[src/rtl/core/prefixed_integer_literal_parser_defines.svh]
// ---------------------------------------------------------------------------
// Assertion macros for the prefixed integer literal parser
// Concurrent checks compile to nothing when SYNTH is defined.
// ---------------------------------------------------------------------------
`ifndef PREFIXED_INTEGER_LITERAL_PARSER_DEFINES_SVH
`define PREFIXED_INTEGER_LITERAL_PARSER_DEFINES_SVH
`ifndef SYNTH
// same-cycle implication
`define PLIP_ASSERT_IMP(name, clk, rst_n, ante, cons) \
	name: assert property (@(posedge clk) disable iff (!rst_n) (ante) |-> (cons)) \
		else $error("%m: check failed");
// next-cycle implication
`define PLIP_ASSERT_NXT(name, clk, rst_n, ante, cons) \
	name: assert property (@(posedge clk) disable iff (!rst_n) (ante) |=> (cons)) \
		else $error("%m: check failed");
`else
`define PLIP_ASSERT_IMP(name, clk, rst_n, ante, cons)
`define PLIP_ASSERT_NXT(name, clk, rst_n, ante, cons)
`endif
`endif

[src/rtl/core/plip_pkg.sv]
`timescale 1ns / 1ps
`default_nettype none
// ---------------------------------------------------------------------------
// plip_pkg: shared types and constants
// Character classes, queue token, finish record and status codes.
// ---------------------------------------------------------------------------
package plip_pkg;

	// Default depth of the token queue between front and back
	localparam int PLIP_QUEUE_DEPTH = 4;

	// Characters
	localparam logic [7:0] CH_UNDERSCORE = 8'h5F;
	localparam logic [7:0] CH_PLUS       = 8'h2B;
	localparam logic [7:0] CH_MINUS      = 8'h2D;
	localparam logic [7:0] CH_ZERO       = 8'h30;
	localparam logic [7:0] CH_NINE       = 8'h39;
	localparam logic [7:0] CH_LOW_A      = 8'h61;
	localparam logic [7:0] CH_LOW_F      = 8'h66;
	localparam logic [7:0] CH_LOW_B      = 8'h62;
	localparam logic [7:0] CH_LOW_O      = 8'h6F;
	localparam logic [7:0] CH_LOW_X      = 8'h78;
	localparam logic [7:0] CASE_BIT      = 8'h20;

	// Digit value meaning "not a digit"
	localparam logic [4:0] DIG_NONE = 5'd16;

	// Radix codes
	localparam logic [1:0] RX_DEC = 2'd0;
	localparam logic [1:0] RX_OCT = 2'd1;
	localparam logic [1:0] RX_BIN = 2'd2;
	localparam logic [1:0] RX_HEX = 2'd3;

	// Result status codes
	localparam logic [1:0] ST_OK        = 2'd0;
	localparam logic [1:0] ST_MALFORMED = 2'd1;
	localparam logic [1:0] ST_OVERFLOW  = 2'd2;
	localparam logic [1:0] ST_RANGE     = 2'd3;

	// Target width codes
	localparam logic [1:0] WC_8  = 2'd0;
	localparam logic [1:0] WC_16 = 2'd1;
	localparam logic [1:0] WC_32 = 2'd2;
	localparam logic [1:0] WC_64 = 2'd3;

	typedef enum logic [2:0] {
		CLS_OTHER,
		CLS_UNDER,
		CLS_PLUS,
		CLS_MINUS,
		CLS_PFX_X,
		CLS_PFX_O,
		CLS_PFX_B
	} chr_cls_t;

	// One classified character
	typedef struct packed {
		chr_cls_t    cls;
		logic [4:0]  digit;
		logic        last;
		logic        mode;
		logic [1:0]  width;
	} tok_t;

	// Parser state at the end of a literal
	typedef struct packed {
		logic [63:0] mag;
		logic        neg;
		logic        mal;
		logic        saw;
		logic        ovf;
		logic        mode;
		logic [1:0]  width;
	} fin_t;

endpackage

`default_nettype wire

[src/rtl/core/prefixed_integer_literal_parser.sv]
`timescale 1ns / 1ps
`default_nettype none
`include "prefixed_integer_literal_parser_defines.svh"
// ---------------------------------------------------------------------------
// prefixed_integer_literal_parser: streaming integer literal parser
//
// Input channel (in_valid/in_ready): one character item per transfer, with
// last_char on the final character. unsigned_mode is taken from the first
// item of a literal, width_code from the last. Output channel
// (out_valid/out_ready): one result item per literal, result_value and
// status (ok, malformed, 64-bit overflow, out of width range).
// Throughput: one character per cycle while the token queue has room; the
// parser consumes one queued token per cycle, holding a last token while the
// finish register is full, and multiplies by the radix with shifts and adds.
// A result passes the token queue, finish register and output register.
// A stalled receiver holds the result in the output register; the next
// literal's final state waits in the finish register, the parser keeps
// consuming characters up to the last character of the literal after that,
// and once the token queue fills in_ready drops.
// Reset clears the queue, the parser state and the output valid.
// ---------------------------------------------------------------------------
module prefixed_integer_literal_parser import plip_pkg::*; #(
	parameter int QUEUE_DEPTH = PLIP_QUEUE_DEPTH
) (
	input  wire logic        clk,
	input  wire logic        arst_n,
	input  wire logic        in_valid,
	output logic             in_ready,
	input  wire logic [7:0]  char_code,
	input  wire logic        last_char,
	input  wire logic        unsigned_mode,
	input  wire logic [1:0]  width_code,
	output logic             out_valid,
	input  wire logic        out_ready,
	output logic [63:0]      result_value,
	output logic [1:0]       status
);

	logic q_ready;
	logic push;
	tok_t push_tok;
	logic pop;
	logic tok_valid;
	tok_t tok;
	logic fin_valid;
	fin_t fin;
	logic fin_take;

	plip_front u_front (
		.clk           (clk),
		.arst_n        (arst_n),
		.in_valid      (in_valid),
		.in_ready      (in_ready),
		.char_code     (char_code),
		.last_char     (last_char),
		.unsigned_mode (unsigned_mode),
		.width_code    (width_code),
		.q_ready       (q_ready),
		.push          (push),
		.push_tok      (push_tok)
	);

	plip_queue #(
		.DEPTH (QUEUE_DEPTH)
	) u_queue (
		.clk       (clk),
		.arst_n    (arst_n),
		.push      (push),
		.push_tok  (push_tok),
		.q_ready   (q_ready),
		.pop       (pop),
		.tok_valid (tok_valid),
		.tok       (tok)
	);

	plip_exec u_exec (
		.clk       (clk),
		.arst_n    (arst_n),
		.tok_valid (tok_valid),
		.tok       (tok),
		.pop       (pop),
		.fin_valid (fin_valid),
		.fin       (fin),
		.fin_take  (fin_take)
	);

	plip_result u_result (
		.clk          (clk),
		.arst_n       (arst_n),
		.fin_valid    (fin_valid),
		.fin          (fin),
		.fin_take     (fin_take),
		.out_valid    (out_valid),
		.out_ready    (out_ready),
		.result_value (result_value),
		.status       (status)
	);

	// A failed literal never carries a value
	`PLIP_ASSERT_IMP(a_err_value_zero, clk, arst_n, out_valid && (status != ST_OK), result_value == 64'd0)
	// A held finish record is never overwritten by the next literal
	`PLIP_ASSERT_IMP(a_fin_no_clobber, clk, arst_n, fin_valid && !fin_take, !(pop && tok.last))
	// A finish record appears only after the parser consumed a last token
	`PLIP_ASSERT_IMP(a_fin_source, clk, arst_n, $rose(fin_valid), $past(pop && tok.last))

endmodule

`default_nettype wire

[src/rtl/core/plip_front.sv]
`timescale 1ns / 1ps
`default_nettype none
// ---------------------------------------------------------------------------
// plip_front: input classifier
// Decodes each character into a class and digit value, tracks the literal
// start to sample the conversion mode, and pushes a token into the queue.
// ---------------------------------------------------------------------------
module plip_front import plip_pkg::*; (
	input  wire logic       clk,
	input  wire logic       arst_n,
	input  wire logic       in_valid,
	output logic            in_ready,
	input  wire logic [7:0] char_code,
	input  wire logic       last_char,
	input  wire logic       unsigned_mode,
	input  wire logic [1:0] width_code,
	input  wire logic       q_ready,
	output logic            push,
	output tok_t            push_tok
);

	logic       first_q;
	logic       mode_q;
	logic [7:0] low;

	assign in_ready = q_ready;
	assign push     = in_valid && q_ready;
	assign low      = char_code | CASE_BIT;

	// Character decode
	always_comb begin
		push_tok.last  = last_char;
		push_tok.width = width_code;
		push_tok.mode  = first_q ? unsigned_mode : mode_q;

		if (char_code >= CH_ZERO && char_code <= CH_NINE) begin
			push_tok.digit = 5'(char_code - CH_ZERO);
		end else if (low >= CH_LOW_A && low <= CH_LOW_F) begin
			push_tok.digit = 5'(low - CH_LOW_A) + 5'd10;
		end else begin
			push_tok.digit = DIG_NONE;
		end

		if (char_code == CH_UNDERSCORE) begin
			push_tok.cls = CLS_UNDER;
		end else if (char_code == CH_PLUS) begin
			push_tok.cls = CLS_PLUS;
		end else if (char_code == CH_MINUS) begin
			push_tok.cls = CLS_MINUS;
		end else if (low == CH_LOW_X) begin
			push_tok.cls = CLS_PFX_X;
		end else if (low == CH_LOW_O) begin
			push_tok.cls = CLS_PFX_O;
		end else if (low == CH_LOW_B) begin
			push_tok.cls = CLS_PFX_B;
		end else begin
			push_tok.cls = CLS_OTHER;
		end
	end

	// Literal start tracking; mode is held from the first item on
	always_ff @(posedge clk or negedge arst_n) begin
		if (!arst_n) begin
			first_q <= 1'b1;
			mode_q  <= 1'b0;
		end else if (push) begin
			first_q <= last_char;
			mode_q  <= push_tok.mode;
		end
	end

endmodule

`default_nettype wire

[src/rtl/core/plip_queue.sv]
`timescale 1ns / 1ps
`default_nettype none
// ---------------------------------------------------------------------------
// plip_queue: token FIFO
// Small circular queue decoupling the classifier from the parser.
// ---------------------------------------------------------------------------
module plip_queue import plip_pkg::*; #(
	parameter int DEPTH = PLIP_QUEUE_DEPTH
) (
	input  wire logic clk,
	input  wire logic arst_n,
	input  wire logic push,
	input  tok_t      push_tok,
	output logic      q_ready,
	input  wire logic pop,
	output logic      tok_valid,
	output tok_t      tok
);

	localparam int PTR_W = (DEPTH > 1) ? $clog2(DEPTH) : 1;
	localparam int CNT_W = $clog2(DEPTH + 1);

	tok_t             mem_q [DEPTH];
	logic [PTR_W-1:0] wr_ptr_q;
	logic [PTR_W-1:0] rd_ptr_q;
	logic [CNT_W-1:0] count_q;

	assign q_ready   = count_q != CNT_W'(DEPTH);
	assign tok_valid = count_q != '0;
	assign tok       = mem_q[rd_ptr_q];

	// Storage
	always_ff @(posedge clk) begin
		if (push) begin
			mem_q[wr_ptr_q] <= push_tok;
		end
	end

	// Pointers and fill count
	always_ff @(posedge clk or negedge arst_n) begin
		if (!arst_n) begin
			wr_ptr_q <= '0;
			rd_ptr_q <= '0;
			count_q  <= '0;
		end else begin
			if (push) begin
				wr_ptr_q <= (wr_ptr_q == PTR_W'(DEPTH - 1)) ? '0 : wr_ptr_q + 1'b1;
			end
			if (pop) begin
				rd_ptr_q <= (rd_ptr_q == PTR_W'(DEPTH - 1)) ? '0 : rd_ptr_q + 1'b1;
			end
			if (push && !pop) begin
				count_q <= count_q + 1'b1;
			end else if (pop && !push) begin
				count_q <= count_q - 1'b1;
			end
		end
	end

endmodule

`default_nettype wire

[src/rtl/core/plip_exec.sv]
`timescale 1ns / 1ps
`default_nettype none
// ---------------------------------------------------------------------------
// plip_exec: literal parser
// Runs the syntax state machine and digit accumulator, one token per cycle;
// a last token waits for a free finish register, then hands it the final state.
// ---------------------------------------------------------------------------
module plip_exec import plip_pkg::*; (
	input  wire logic clk,
	input  wire logic arst_n,
	input  wire logic tok_valid,
	input  tok_t      tok,
	output logic      pop,
	output logic      fin_valid,
	output fin_t      fin,
	input  wire logic fin_take
);

	typedef enum logic [4:0] {
		PH_START  = 5'b00001,
		PH_SIGN   = 5'b00010,
		PH_ZERO   = 5'b00100,
		PH_PREFIX = 5'b01000,
		PH_DIGITS = 5'b10000
	} phase_t;

	phase_t      phase_q, phase_n;
	logic [1:0]  radix_q, radix_n;
	logic        neg_q, neg_n;
	logic [63:0] mag_q, mag_n;
	logic        ovf_q, ovf_n;
	logic        mal_q, mal_n;
	logic        saw_q, saw_n;
	logic        take;
	logic [67:0] prod;
	logic [68:0] acc;
	logic        fin_valid_s1;
	fin_t        fin_s1;
	logic        fin_ready;

	function automatic logic digit_fits(input logic [1:0] rx, input logic [4:0] d);
		logic ok;
		case (rx)
			RX_DEC:  ok = d < 5'd10;
			RX_OCT:  ok = d < 5'd8;
			RX_BIN:  ok = d < 5'd2;
			RX_HEX:  ok = d < 5'd16;
			default: ok = 1'b0;
		endcase
		return ok;
	endfunction

	assign fin_ready = !fin_valid_s1 || fin_take;
	assign pop       = tok_valid && (!tok.last || fin_ready);
	assign fin_valid = fin_valid_s1;
	assign fin       = fin_s1;

	// Syntax state machine
	always_comb begin
		phase_n = phase_q;
		radix_n = radix_q;
		neg_n   = neg_q;
		mal_n   = mal_q;
		saw_n   = saw_q;
		take    = 1'b0;
		if (tok.cls != CLS_UNDER) begin
			case (phase_q)
				PH_START, PH_SIGN: begin
					if (phase_q == PH_START && tok.cls == CLS_PLUS) begin
						phase_n = PH_SIGN;
					end else if (phase_q == PH_START && tok.cls == CLS_MINUS) begin
						if (tok.mode) begin
							mal_n = 1'b1;
						end else begin
							neg_n = 1'b1;
						end
						phase_n = PH_SIGN;
					end else if (tok.digit == 5'd0) begin
						saw_n   = 1'b1;
						phase_n = PH_ZERO;
					end else if (tok.digit < 5'd10) begin
						radix_n = RX_DEC;
						take    = 1'b1;
					end else begin
						mal_n = 1'b1;
					end
				end
				PH_ZERO: begin
					if (tok.cls == CLS_PFX_X) begin
						radix_n = RX_HEX;
						saw_n   = 1'b0;
						phase_n = PH_PREFIX;
					end else if (tok.cls == CLS_PFX_O) begin
						radix_n = RX_OCT;
						saw_n   = 1'b0;
						phase_n = PH_PREFIX;
					end else if (tok.cls == CLS_PFX_B) begin
						radix_n = RX_BIN;
						saw_n   = 1'b0;
						phase_n = PH_PREFIX;
					end else begin
						radix_n = RX_OCT;
						if (tok.digit < 5'd8) begin
							take = 1'b1;
						end else begin
							mal_n = 1'b1;
						end
					end
				end
				default: begin
					if (digit_fits(radix_q, tok.digit)) begin
						take = 1'b1;
					end else begin
						mal_n = 1'b1;
					end
				end
			endcase
		end
		if (take) begin
			saw_n   = 1'b1;
			phase_n = PH_DIGITS;
		end
	end

	// Digit accumulator: magnitude * radix + digit, carries above bit 63 flag overflow
	always_comb begin
		case (radix_n)
			RX_DEC:  prod = {1'b0, mag_q, 3'b000} + {3'b000, mag_q, 1'b0};
			RX_OCT:  prod = {1'b0, mag_q, 3'b000};
			RX_BIN:  prod = {3'b000, mag_q, 1'b0};
			default: prod = {mag_q, 4'b0000};
		endcase
		acc   = {1'b0, prod} + 69'(tok.digit[3:0]);
		mag_n = mag_q;
		ovf_n = ovf_q;
		if (take && !ovf_q) begin
			if (acc[68:64] != '0) begin
				ovf_n = 1'b1;
			end else begin
				mag_n = acc[63:0];
			end
		end
	end

	// Parser state
	always_ff @(posedge clk or negedge arst_n) begin
		if (!arst_n) begin
			phase_q <= PH_START;
			radix_q <= RX_DEC;
			neg_q   <= 1'b0;
			mag_q   <= '0;
			ovf_q   <= 1'b0;
			mal_q   <= 1'b0;
			saw_q   <= 1'b0;
		end else if (pop) begin
			if (tok.last) begin
				phase_q <= PH_START;
				radix_q <= RX_DEC;
				neg_q   <= 1'b0;
				mag_q   <= '0;
				ovf_q   <= 1'b0;
				mal_q   <= 1'b0;
				saw_q   <= 1'b0;
			end else begin
				phase_q <= phase_n;
				radix_q <= radix_n;
				neg_q   <= neg_n;
				mag_q   <= mag_n;
				ovf_q   <= ovf_n;
				mal_q   <= mal_n;
				saw_q   <= saw_n;
			end
		end
	end

	// Finish register
	always_ff @(posedge clk or negedge arst_n) begin
		if (!arst_n) begin
			fin_valid_s1 <= 1'b0;
		end else if (pop && tok.last) begin
			fin_valid_s1 <= 1'b1;
		end else if (fin_take) begin
			fin_valid_s1 <= 1'b0;
		end
	end

	always_ff @(posedge clk) begin
		if (pop && tok.last) begin
			fin_s1.mag   <= mag_n;
			fin_s1.neg   <= neg_n;
			fin_s1.mal   <= mal_n;
			fin_s1.saw   <= saw_n;
			fin_s1.ovf   <= ovf_n;
			fin_s1.mode  <= tok.mode;
			fin_s1.width <= tok.width;
		end
	end

endmodule

`default_nettype wire

[src/rtl/core/plip_result.sv]
`timescale 1ns / 1ps
`default_nettype none
// ---------------------------------------------------------------------------
// plip_result: range check and output register
// Turns the final parser state into a status and signed value and holds the
// result item until the receiver takes it.
// ---------------------------------------------------------------------------
module plip_result import plip_pkg::*; (
	input  wire logic  clk,
	input  wire logic  arst_n,
	input  wire logic  fin_valid,
	input  fin_t       fin,
	output logic       fin_take,
	output logic       out_valid,
	input  wire logic  out_ready,
	output logic [63:0] result_value,
	output logic [1:0] status
);

	localparam logic [63:0] SMAX = 64'h7FFF_FFFF_FFFF_FFFF;

	logic        out_valid_q;
	logic [63:0] value_q;
	logic [1:0]  status_q;
	logic [63:0] ulim;
	logic [63:0] slim;
	logic [1:0]  st_d;
	logic [63:0] val_d;

	assign fin_take     = fin_valid && (!out_valid_q || out_ready);
	assign out_valid    = out_valid_q;
	assign result_value = value_q;
	assign status       = status_q;

	// Width limits
	always_comb begin
		case (fin.width)
			WC_8: begin
				ulim = 64'h0000_0000_0000_00FF;
				slim = 64'h0000_0000_0000_007F;
			end
			WC_16: begin
				ulim = 64'h0000_0000_0000_FFFF;
				slim = 64'h0000_0000_0000_7FFF;
			end
			WC_32: begin
				ulim = 64'h0000_0000_FFFF_FFFF;
				slim = 64'h0000_0000_7FFF_FFFF;
			end
			default: begin
				ulim = SMAX;
				slim = SMAX;
			end
		endcase
	end

	// Status and value
	always_comb begin
		if (fin.mal || !fin.saw) begin
			st_d = ST_MALFORMED;
		end else if (fin.ovf) begin
			st_d = ST_OVERFLOW;
		end else if (fin.mode) begin
			st_d = (fin.mag > ulim) ? ST_RANGE : ST_OK;
		end else if (fin.neg ? (fin.mag[63] && fin.mag[62:0] != '0) : fin.mag[63]) begin
			st_d = ST_OVERFLOW;
		end else if (fin.neg ? (fin.mag > slim + 64'd1) : (fin.mag > slim)) begin
			st_d = ST_RANGE;
		end else begin
			st_d = ST_OK;
		end
		if (st_d != ST_OK) begin
			val_d = '0;
		end else if (fin.neg) begin
			val_d = 64'd0 - fin.mag;
		end else begin
			val_d = fin.mag;
		end
	end

	// Output register
	always_ff @(posedge clk or negedge arst_n) begin
		if (!arst_n) begin
			out_valid_q <= 1'b0;
		end else if (fin_take) begin
			out_valid_q <= 1'b1;
		end else if (out_ready) begin
			out_valid_q <= 1'b0;
		end
	end

	always_ff @(posedge clk) begin
		if (fin_take) begin
			value_q  <= val_d;
			status_q <= st_d;
		end
	end

endmodule

`default_nettype wire
[config.mk]
export PLATFORM = sky130hd
export DESIGN_NAME = prefixed_integer_literal_parser
export DESIGN_NICKNAME = d
export VERILOG_FILES = /design/src/rtl/core/plip_pkg.sv /design/src/rtl/core/prefixed_integer_literal_parser.sv /design/src/rtl/core/plip_front.sv /design/src/rtl/core/plip_queue.sv /design/src/rtl/core/plip_exec.sv /design/src/rtl/core/plip_result.sv
export VERILOG_INCLUDE_DIRS = /design/src /design/src/rtl/core
export SDC_FILE = /design/constraint.sdc
export NUM_CORES = 1
export LEC_CHECK = 0
export BUFFER_PORTS_ARGS = -buffer_cell sky130_fd_sc_hd__buf_2
export CAP_MARGIN = 20
export CELL_PAD_IN_SITES_DETAIL_PLACEMENT = 2
export CELL_PAD_IN_SITES_GLOBAL_PLACEMENT = 2
export CORE_MARGIN = 5
export CORE_UTILIZATION = 43
export CTS_CLUSTER_DIAMETER = 150
export DETAILED_ROUTE_END_ITERATION = 8
export PLACE_DENSITY_LB_ADDON = 0.3
export SKIP_CTS_REPAIR_TIMING = 1
export SYNTH_ARGS = -nofsm -noshare
export SYNTH_HDL_FRONTEND = slang
export SYNTH_SLANG_ARGS = --single-unit
[constraint.sdc]
create_clock -name clk -period 12 [get_ports clk]
set_input_delay 1.8 -clock clk [delete_from_list [all_inputs] [get_ports clk]]
set_output_delay 1.8 -clock clk [all_outputs]
set_load 0.03 [all_outputs]
# ---- Word level (Yosys, flattened, before mapping)
# Memory sizes are Yosys's and may differ from the RTL's.
# Index checks and enable logic that the tools add are counted.
dict set report classes {
  addsub 11
  mul 0
  div_mod_pow 0
  magnitude_cmp 11
  n_eq_ne 27
  shift 0
  mux 100
  bitwise 0
  reduce_logical 39
}
# operator count
set op_table {}
lappend op_table {{$pmux W63 S3} 2}
lappend op_table {{$mux W64} 4}
lappend op_table {{$pmux W68 S3} 1}
lappend op_table {{$gt A64 B63 Y1} 2}
lappend op_table {{$add A68 B4 Y69} 1}
lappend op_table {{$add A67 B65 Y68} 1}
lappend op_table {{$add A63 B1 Y64 const B} 1}
lappend op_table {{$gt A64 B64 Y1} 1}
lappend op_table {{$sub A1 B64 Y64 const A} 1}
lappend op_table {{$reduce_bool A63 Y1} 1}
lappend op_table {{$mux W5} 11}
lappend op_table {{$mux W1} 51}
lappend op_table {{$mux W2} 17}
lappend op_table {{$mux W3} 8}
lappend op_table {{$eq A7 B6 Y1 const B} 3}
lappend op_table {{$eq A8 B6 Y1 const B} 2}
lappend op_table {{$eq A2 B2 Y1 const B} 6}
lappend op_table {{$logic_and A1 B1 Y1} 12}
lappend op_table {{$ne A6 B1 Y1 const B} 2}
lappend op_table {{$lt A5 B4 Y1 const B} 2}
lappend op_table {{$pmux W5 S2} 1}
lappend op_table {{$eq A3 B3 Y1 const B} 3}
lappend op_table {{$eq A8 B7 Y1 const B} 1}
lappend op_table {{$ge A8 B6 Y1 const B} 1}
lappend op_table {{32 further kinds} 53}
dict set report word_totals {
  ff_bits 223
  latchBits 0
  ram_bits 48
  romBits 0
  in_bits 16
  output_inout_bits 68
  word_cells 212
  mem_count 1
}
# name words word_bits rd rd_clocked_by_memory_dff wr line_no
set mem_list {}
lappend mem_list {u_queue.mem_q 4 12 1 0 1 plip_queue.sv:23} ;# tok_t mem_q [DEPTH];

# ---- Depth between registers and ports, before layout
# An unclocked memory read counts as a cell.
dict set report depth {
  word_depth 15
  depth_mapped 29
  mapped_depth_nobuf 20
}

# ---- Cells and area by module
# A second synthesis with hierarchy kept.
dict set report unflattened {
  hier_cells 2415
  area_unflattened_um2 22482.8
}
# module n_inst cells_each area_per_inst_um2 seq_area_each_um2
set by_module_without_submodules {}
lappend by_module_without_submodules {plip_exec 1 1656 14015.9 4035.1}
lappend by_module_without_submodules {plip_result 1 609 5876.9 2006.9}
lappend by_module_without_submodules {plip_queue 1 101 2177.1 1616.6}
lappend by_module_without_submodules {plip_front 1 49 412.9 51.3}

# ---- Worst setup path before layout
# Ideal clock, no wire load.
dict set report synth_timing {
  path_type {register to register}
  startpoint {register u_queue.rd_ptr_q[0]}
  endpoint {register u_exec.fin_s1 (netlist bit u_exec.fin[19]), data pin}
  setup_ns 0.260
  t_arrival_ns 6.649
  t_required_ns 11.740
  slack_ns 5.092
  path_stages_with_launch 28
  n_path_buf 9
  synth_period_minus_slack_ns 6.908
  path_cell_list {dfrtp_1 buf_6 buf_6 mux4_2 nor4_2 a2111oi_4 a21oi_1 buf_2 buf_2 buf_1 clkbuf_1 buf_1 nand2_1 a21boi_0 o21ai_0 ha_1 a21oi_1 nor3_1 nand4_1 or2_0 clkbuf_1 or2_2 or3_1 or3_4 nor4b_2 o21a_2 buf_2 mux2_2}
}
dict set report synth_via {
  elab_chain_cells 14
  word_cells_on_any_way 46
  cone_classes {add/sub: 1; order compare: 4; eq/ne: 8; mux: 26; reduce/logical: 6; memory: 1}
}
# item line_no
set synth_rtl {}
lappend synth_rtl {{start, declared} plip_queue.sv:25} ;# logic [PTR_W-1:0] rd_ptr_q;
lappend synth_rtl {{start signal, assigned} plip_queue.sv:50} ;# rd_ptr_q <= (rd_ptr_q == PTR_W'(DEPTH - 1)) ? '0 : rd_ptr_q + 1'b1;
lappend synth_rtl {{$mem_v2 Z4 W12 *} n/a}
lappend synth_rtl {{$lt A5 B4 Y1} {plip_exec.sv:44, plip_exec.sv:81}}
lappend synth_rtl {{$mux W2} plip_exec.sv:81} ;# end else if (tok.digit < 5'd10) begin
lappend synth_rtl {{$mux W2} plip_exec.sv:78} ;# end else if (tok.digit == 5'd0) begin
lappend synth_rtl {{$mux W2} plip_exec.sv:71} ;# end else if (phase_q == PH_START && tok.cls == CLS_MINUS) begin
lappend synth_rtl {{$mux W2} plip_exec.sv:69} ;# if (phase_q == PH_START && tok.cls == CLS_PLUS) begin
lappend synth_rtl {{$pmux W2 S2} plip_exec.sv:67} ;# case (phase_q)
lappend synth_rtl {{$mux W2} plip_exec.sv:66} ;# if (tok.cls != CLS_UNDER) begin
lappend synth_rtl {{$eq A2 B2 Y1 (tied with other cells)} plip_exec.sv:127} ;# case (radix_n)
lappend synth_rtl {{$pmux W68 S3} plip_exec.sv:127}
lappend synth_rtl {{$add A68 B4 Y69} plip_exec.sv:133} ;# acc = {1'b0, prod} + 69'(tok.digit[3:0]);
lappend synth_rtl {{$reduce_bool A5 Y1} plip_exec.sv:137} ;# if (acc[68:64] != '0) begin
lappend synth_rtl {{$mux W64} plip_exec.sv:137}
lappend synth_rtl {{$mux W64 *} plip_exec.sv:136} ;# if (take && !ovf_q) begin
lappend synth_rtl {{net u_exec.mag_n[12]} plip_exec.sv:30} ;# logic [63:0] mag_q, mag_n;
lappend synth_rtl {{end, declared} plip_exec.sv:38} ;# fin_t fin_s1;
# The timed path passes the listed nets; every way through them passes the cells marked *. The select of a mux whose other input is x is not followed.
# A chain may end at the register's enable or synchronous reset.

# ---- Worst setup path after layout
dict set report layout_timing {
  startpoint {register u_queue.rd_ptr_q[0]}
  endpoint {register u_exec.mag_q[30]}
}
dict set report layout_via {
  elab_chain_cells 15
  word_cells_on_any_way 50
  cone_classes {add/sub: 1; order compare: 4; eq/ne: 8; mux: 27; reduce/logical: 9; memory: 1}
}
# item line_no
set layout_rtl {}
lappend layout_rtl {{$mem_v2 Z4 W12 *} n/a}
lappend layout_rtl {{$lt A5 B4 Y1} {plip_exec.sv:44, plip_exec.sv:81}}
lappend layout_rtl {{$mux W2} plip_exec.sv:81}
lappend layout_rtl {{$mux W2} plip_exec.sv:78}
lappend layout_rtl {{$mux W2} plip_exec.sv:71}
lappend layout_rtl {{$mux W2} plip_exec.sv:69}
lappend layout_rtl {{$pmux W2 S2} plip_exec.sv:67}
lappend layout_rtl {{$mux W2} plip_exec.sv:66}
lappend layout_rtl {{$eq A2 B2 Y1 (tied with other cells)} plip_exec.sv:127}
lappend layout_rtl {{$pmux W68 S3} plip_exec.sv:127}
lappend layout_rtl {{$add A68 B4 Y69} plip_exec.sv:133}
lappend layout_rtl {{$reduce_bool A5 Y1} plip_exec.sv:137}
lappend layout_rtl {{$mux W64} plip_exec.sv:137}
lappend layout_rtl {{$mux W64} plip_exec.sv:136}
lappend layout_rtl {{$mux W64} plip_exec.sv:156} ;# if (tok.last) begin
lappend layout_rtl {{end signal, assigned} plip_exec.sv:168} ;# mag_q <= mag_n;
lappend layout_rtl {{end, declared} plip_exec.sv:30}
# Every way passes the cells marked *; elsewhere a longest branch is shown, timed or not. The select of a mux whose other input is x is not followed.

==> summary.md <==
| Metric | Value |
|---|---|
| Internal Power | `3.17 mW` |
| Core area | `50200 um2` |
| First-pass GRT wire length | `147000 um` |
| Clk sink count | `271` |
| Die area | `55300 um2` |
| Antenna viol nets, final | `0` |
| Clk_lat worst skew | `0.58 ns` |
| Area Growth Syn to Fin | `8.77%` |
| Antenna cells | `0` |
| Sequential Power Share | `0.286` |
| Max-Cap Viols | `0` |
| Cell count after synthesis | `2439` |
| Syn Std Cell Area | `21800 um2` |
| Peak Freq | `101 MHz` |
| Fillers | `5421` |
| DR vias | `21500` |
| R2R depth | `21` |
| Max-Slew Margin vs Limit | `0.266` |
| Rows | `82` |
| Bufs on Longest Clock Path | `3` |
| Largest net degree at the start of global routing | `67` |
| Syn nets | `2600` |
| EDFF count, synth | `185` |
| Endpoint type of the worst setup path | `flop` |
| GR Overflow Total | `0` |
| Asr flop ratio synth | `0.317` |
| CTS tree | `built` |
| Routed length on met1 | `38300 um` |
| R2r setup slk | `2.13 ns` |
| Die H | `235 um` |
| Clock power share | `0.136` |
| Worst vdd ir | `0.248 mV` |
| Period minus WS final | `9.87 ns` |
| CP Class | `reg2reg` |
| CP startpoint kind | `flop` |
| DRC violations left | `0` |
| Final setup margin | `2.13 ns` |
| Count of different cell masters after synthesis | `100` |
| Root Buffer | `clkbuf_16` |
| Critical Path AT | `10.29 ns` |
| Average wire per standard cell | `30.9 um` |
| IO Port Bufs | `83` |
| Yosys top cell by area | `edfxtp_1` |
| Hold worst-path end | `u_queue.count_q[2]` |
| Post-Route WL | `97400 um` |
| WP data required | `12.41 ns` |
| Hold Fails Final Rpt | `0` |
| Comb pwr share | `0.579` |
| Die width | `235 um` |
| Status | `finished, final reports clean` |
| Synth warn | `0` |
| Cell mode on critical path | `buf_4` |
| Post-synthesis sequential area ratio | `0.354` |
| Met2 WL post-DR | `49000 um` |
| Worst slack, placed | `2.98 ns` |
| First-pass detailed-route iteration total | `5` |
| Share of the synthesized area in the top cell type | `0.255` |
| Hold wc startpoint | `u_queue.count_q[2]` |
| Maximum fanout along the worst path | `53` |
| Setup Viol. Count Final | `0` |
| Min Hold Slack | `0.504 ns` |
| Max incr delay on CP | `0.98 ns` |
| Sum Neg Setup Slack | `0 ns` |
| DP Wirelength | `70200 um` |
| Lkg Pwr | `9.12 nW` |
| Slew Limit Fails | `0` |
| Mapped Avg Cell Area | `8.94 um2` |
| DR vias/cell | `6.81` |
| RSZ-0062 raised after global routing | `false` |
| Power Density | `286 nW/um2` |
| Number of global-route vias before repair | `23200` |
| Initial antenna violation count | `3` |
| Met3 WL post-DR | `5180 um` |
| H-tree levels | `1` |
| I/O Pins | `84` |
| Hold Path Class | `reg2reg` |
| Slew of the pin with the lowest slew margin | `1.10 ns` |
| Reg2reg end | `u_exec.mag_q[30]` |
| Initial Util | `0.435` |
| #FFs+latches synth | `271` |
| CTS Buf Count | `28` |
| # nets final | `2623` |
| Top layer in use | `met5` |
| Detailed Route Iter0 Violations | `1876` |
| Final Wtd Congestion | `0.931` |
| Ys flop type | `edfxtp_1` |
| Layout cells sized above 1 | `0.102` |
| Total global-route track usage | `0.334` |
| Slowest-stage cell, CP | `a2111oi_4` |
| Final worst path period share | `0.823` |
| R2R Path Start | `u_queue.rd_ptr_q[0]` |
| CP Cell Sequence | `mux4_2, or2_4, a2111oi_4, a21oi_4, buf_4, nand2_1, a21boi_0, o21ai_0, ha_1, a21oi_1, nor3_1, nand4_1, or2_0, or2_2, or3_1, or3_4, nor4b_2, o21a_4, buf_4, nand2_4, o2bb2ai_1` |
| Psw | `3.62 mW` |
| Skew final | `0.0222 ns` |
| Sw frac | `0.533` |
| Largest cells by area after synthesis | `edfxtp_1, dfrtp_1, ha_1` |
| CTS clk-pin slew, worst paths | `0.07 ns` |
| Hold Path Stages | `1` |
## per-stage QoR
| stage | util | std cells | power, mW | cell area (um2) |
|---|---|---|---|---|
| 6_report | 0.473 | 3156 | 6.79 | 23700 |
| 5_1_grt | 0.473 | 3156 | 7.06 | 23700 |
| 4_1_cts | 0.472 | 3152 | 6.66 | 23700 |
| 3_5_place_dp | 0.453 | 3100 | 5.58 | 22700 |
| 3_3_place_gp | 0.453 | 3099 | 5.21 | 22700 |
| 2_1_floorplan | - | 2439 | 4.30 | 21800 |
## synthesized netlist by cell type, drive strengths merged (14+ instances only)
master and instances:
nor4 24, nand3 55, and3 16, or2 27, or3 37, a31oi 28, mux2i 20, inv 48
dfrtp 84, a21oi 214, a22o 34, xor2 91, mux2 36, o21a 26, edfxtp 185, clkbuf 68
a21boi 15, xnor2 61, o21ai 164, o211ai 14, nand2 219, buf 48, or4 18, nand2b 27
ha 142, o2bb2ai 40, nor2 262, a21o 57, nand4 52, o31ai 21, a211oi 19, nor2b 19
nor3 62
## sequential cells by signal, indices dropped and copies added (netlist names), 2 cells and up
signal	count
u_queue.wr_ptr_q	2
u_queue.count_q	3
u_queue.mem_q	48
u_exec.fin	71
u_exec.phase_q	5
u_exec.radix_q	2
u_exec.mag_q	64
u_result.status	2
u_result.result_value	64
u_queue.rd_ptr_q	2
## power by group through the flow
stage	clock network, mW	logic [mW]	registers, mW
finish	0.921	3.93	1.94
detailed placement	0	3.65	1.93
floorplan	0	2.43	1.87
global placement	0	3.33	1.88
global route	0.967	4.14	1.95
CTS	0.920	3.82	1.92
## worst max-delay path by stage
| stage | startpoint | end | slack (ns) | cells after the start |
|---|---|---|---|---|
| floorplan | u_queue.rd_ptr_q[0] | u_exec.fin[19] | 5.09 | 27 |
| global placement | u_queue.rd_ptr_q[0] | u_exec.mag_q[15] | 3.49 | 21 |
| detailed placement | u_queue.rd_ptr_q[0] | u_exec.mag_q[30] | 2.98 | 21 |
| CTS | u_queue.rd_ptr_q[0] | u_exec.mag_q[30] | 2.35 | 21 |
| global route | u_queue.rd_ptr_q[0] | u_exec.mag_q[30] | 1.92 | 21 |
| finish | u_queue.rd_ptr_q[0] | u_exec.mag_q[30] | 2.13 | 21 |
## cells in the final DEF (no fill, tap or decap), types with 14 or more instances in the layout
master	n
mux2_2	36
nand2b_1	27
or4_1	17
buf_2	84
a211oi_1	19
inv_1	47
buf_4	22
o2bb2ai_1	40
clkbuf_16	28
xor2_1	91
a21o_1	57
a22o_1	34
and3_1	16
a21boi_0	14
o21ai_0	157
nand2_1	216
nor2b_1	18
or3_1	36
o21a_1	25
nor2_1	262
edfxtp_1	185
nor3_1	62
a31oi_1	28
a21oi_1	213
ha_1	142
nand4_1	52
dfrtp_1	84
o31ai_1	21
mux2i_1	20
or2_2	25
nand3_1	55
xnor2_1	61
nor4_1	22
o211ai_1	14
## logic make-up after synthesis
group,Yosys count,share of synthesized area
buffers and inverters,165,0.0331
AND/OR/NAND/NOR,873,0.196
multiplexers,68,0.0402
other,1,0.000172
adder cells (fa/ha/maj),145,0.0842
AO/OA/AOI/OAI,764,0.231
flip-flops,271,0.354
XOR/XNOR,152,0.0611
## metal layers
metal | track usage | up-vias
li1 | - | 9263
met1 | 0.405 | 11000
met2 | 0.599 | 897
met3 | 0.0411 | 292
met4 | 0.141 | 2
met5 | 0 | -
## cell type report
class | instances | area [um2] | share of cell area
Clock buffer | 35 | 747 | 0.0315
Tap cell | 672 | 841 | 0.0355
Sequential cell | 271 | 7710 | 0.325
Inverter | 49 | 184 | 0.00776
Timing Repair Buffer | 109 | 641 | 0.0270
Multi-Input combinational cell | 2003 | 13400 | 0.566
Clock inverter | 17 | 168 | 0.00707
## worst max-delay path, delay by kind of cell (launching register included)
kind	cells	cell delay (ns)
AOI/OAI and AO/OA	7	2.74
adders and majority gates	1	0.44
buffers and inverters	2	0.98
DFF	1	0.93
muxes	1	0.71
and+or+nand+nor	10	3.79
Power figures use the tool's default switching activity.
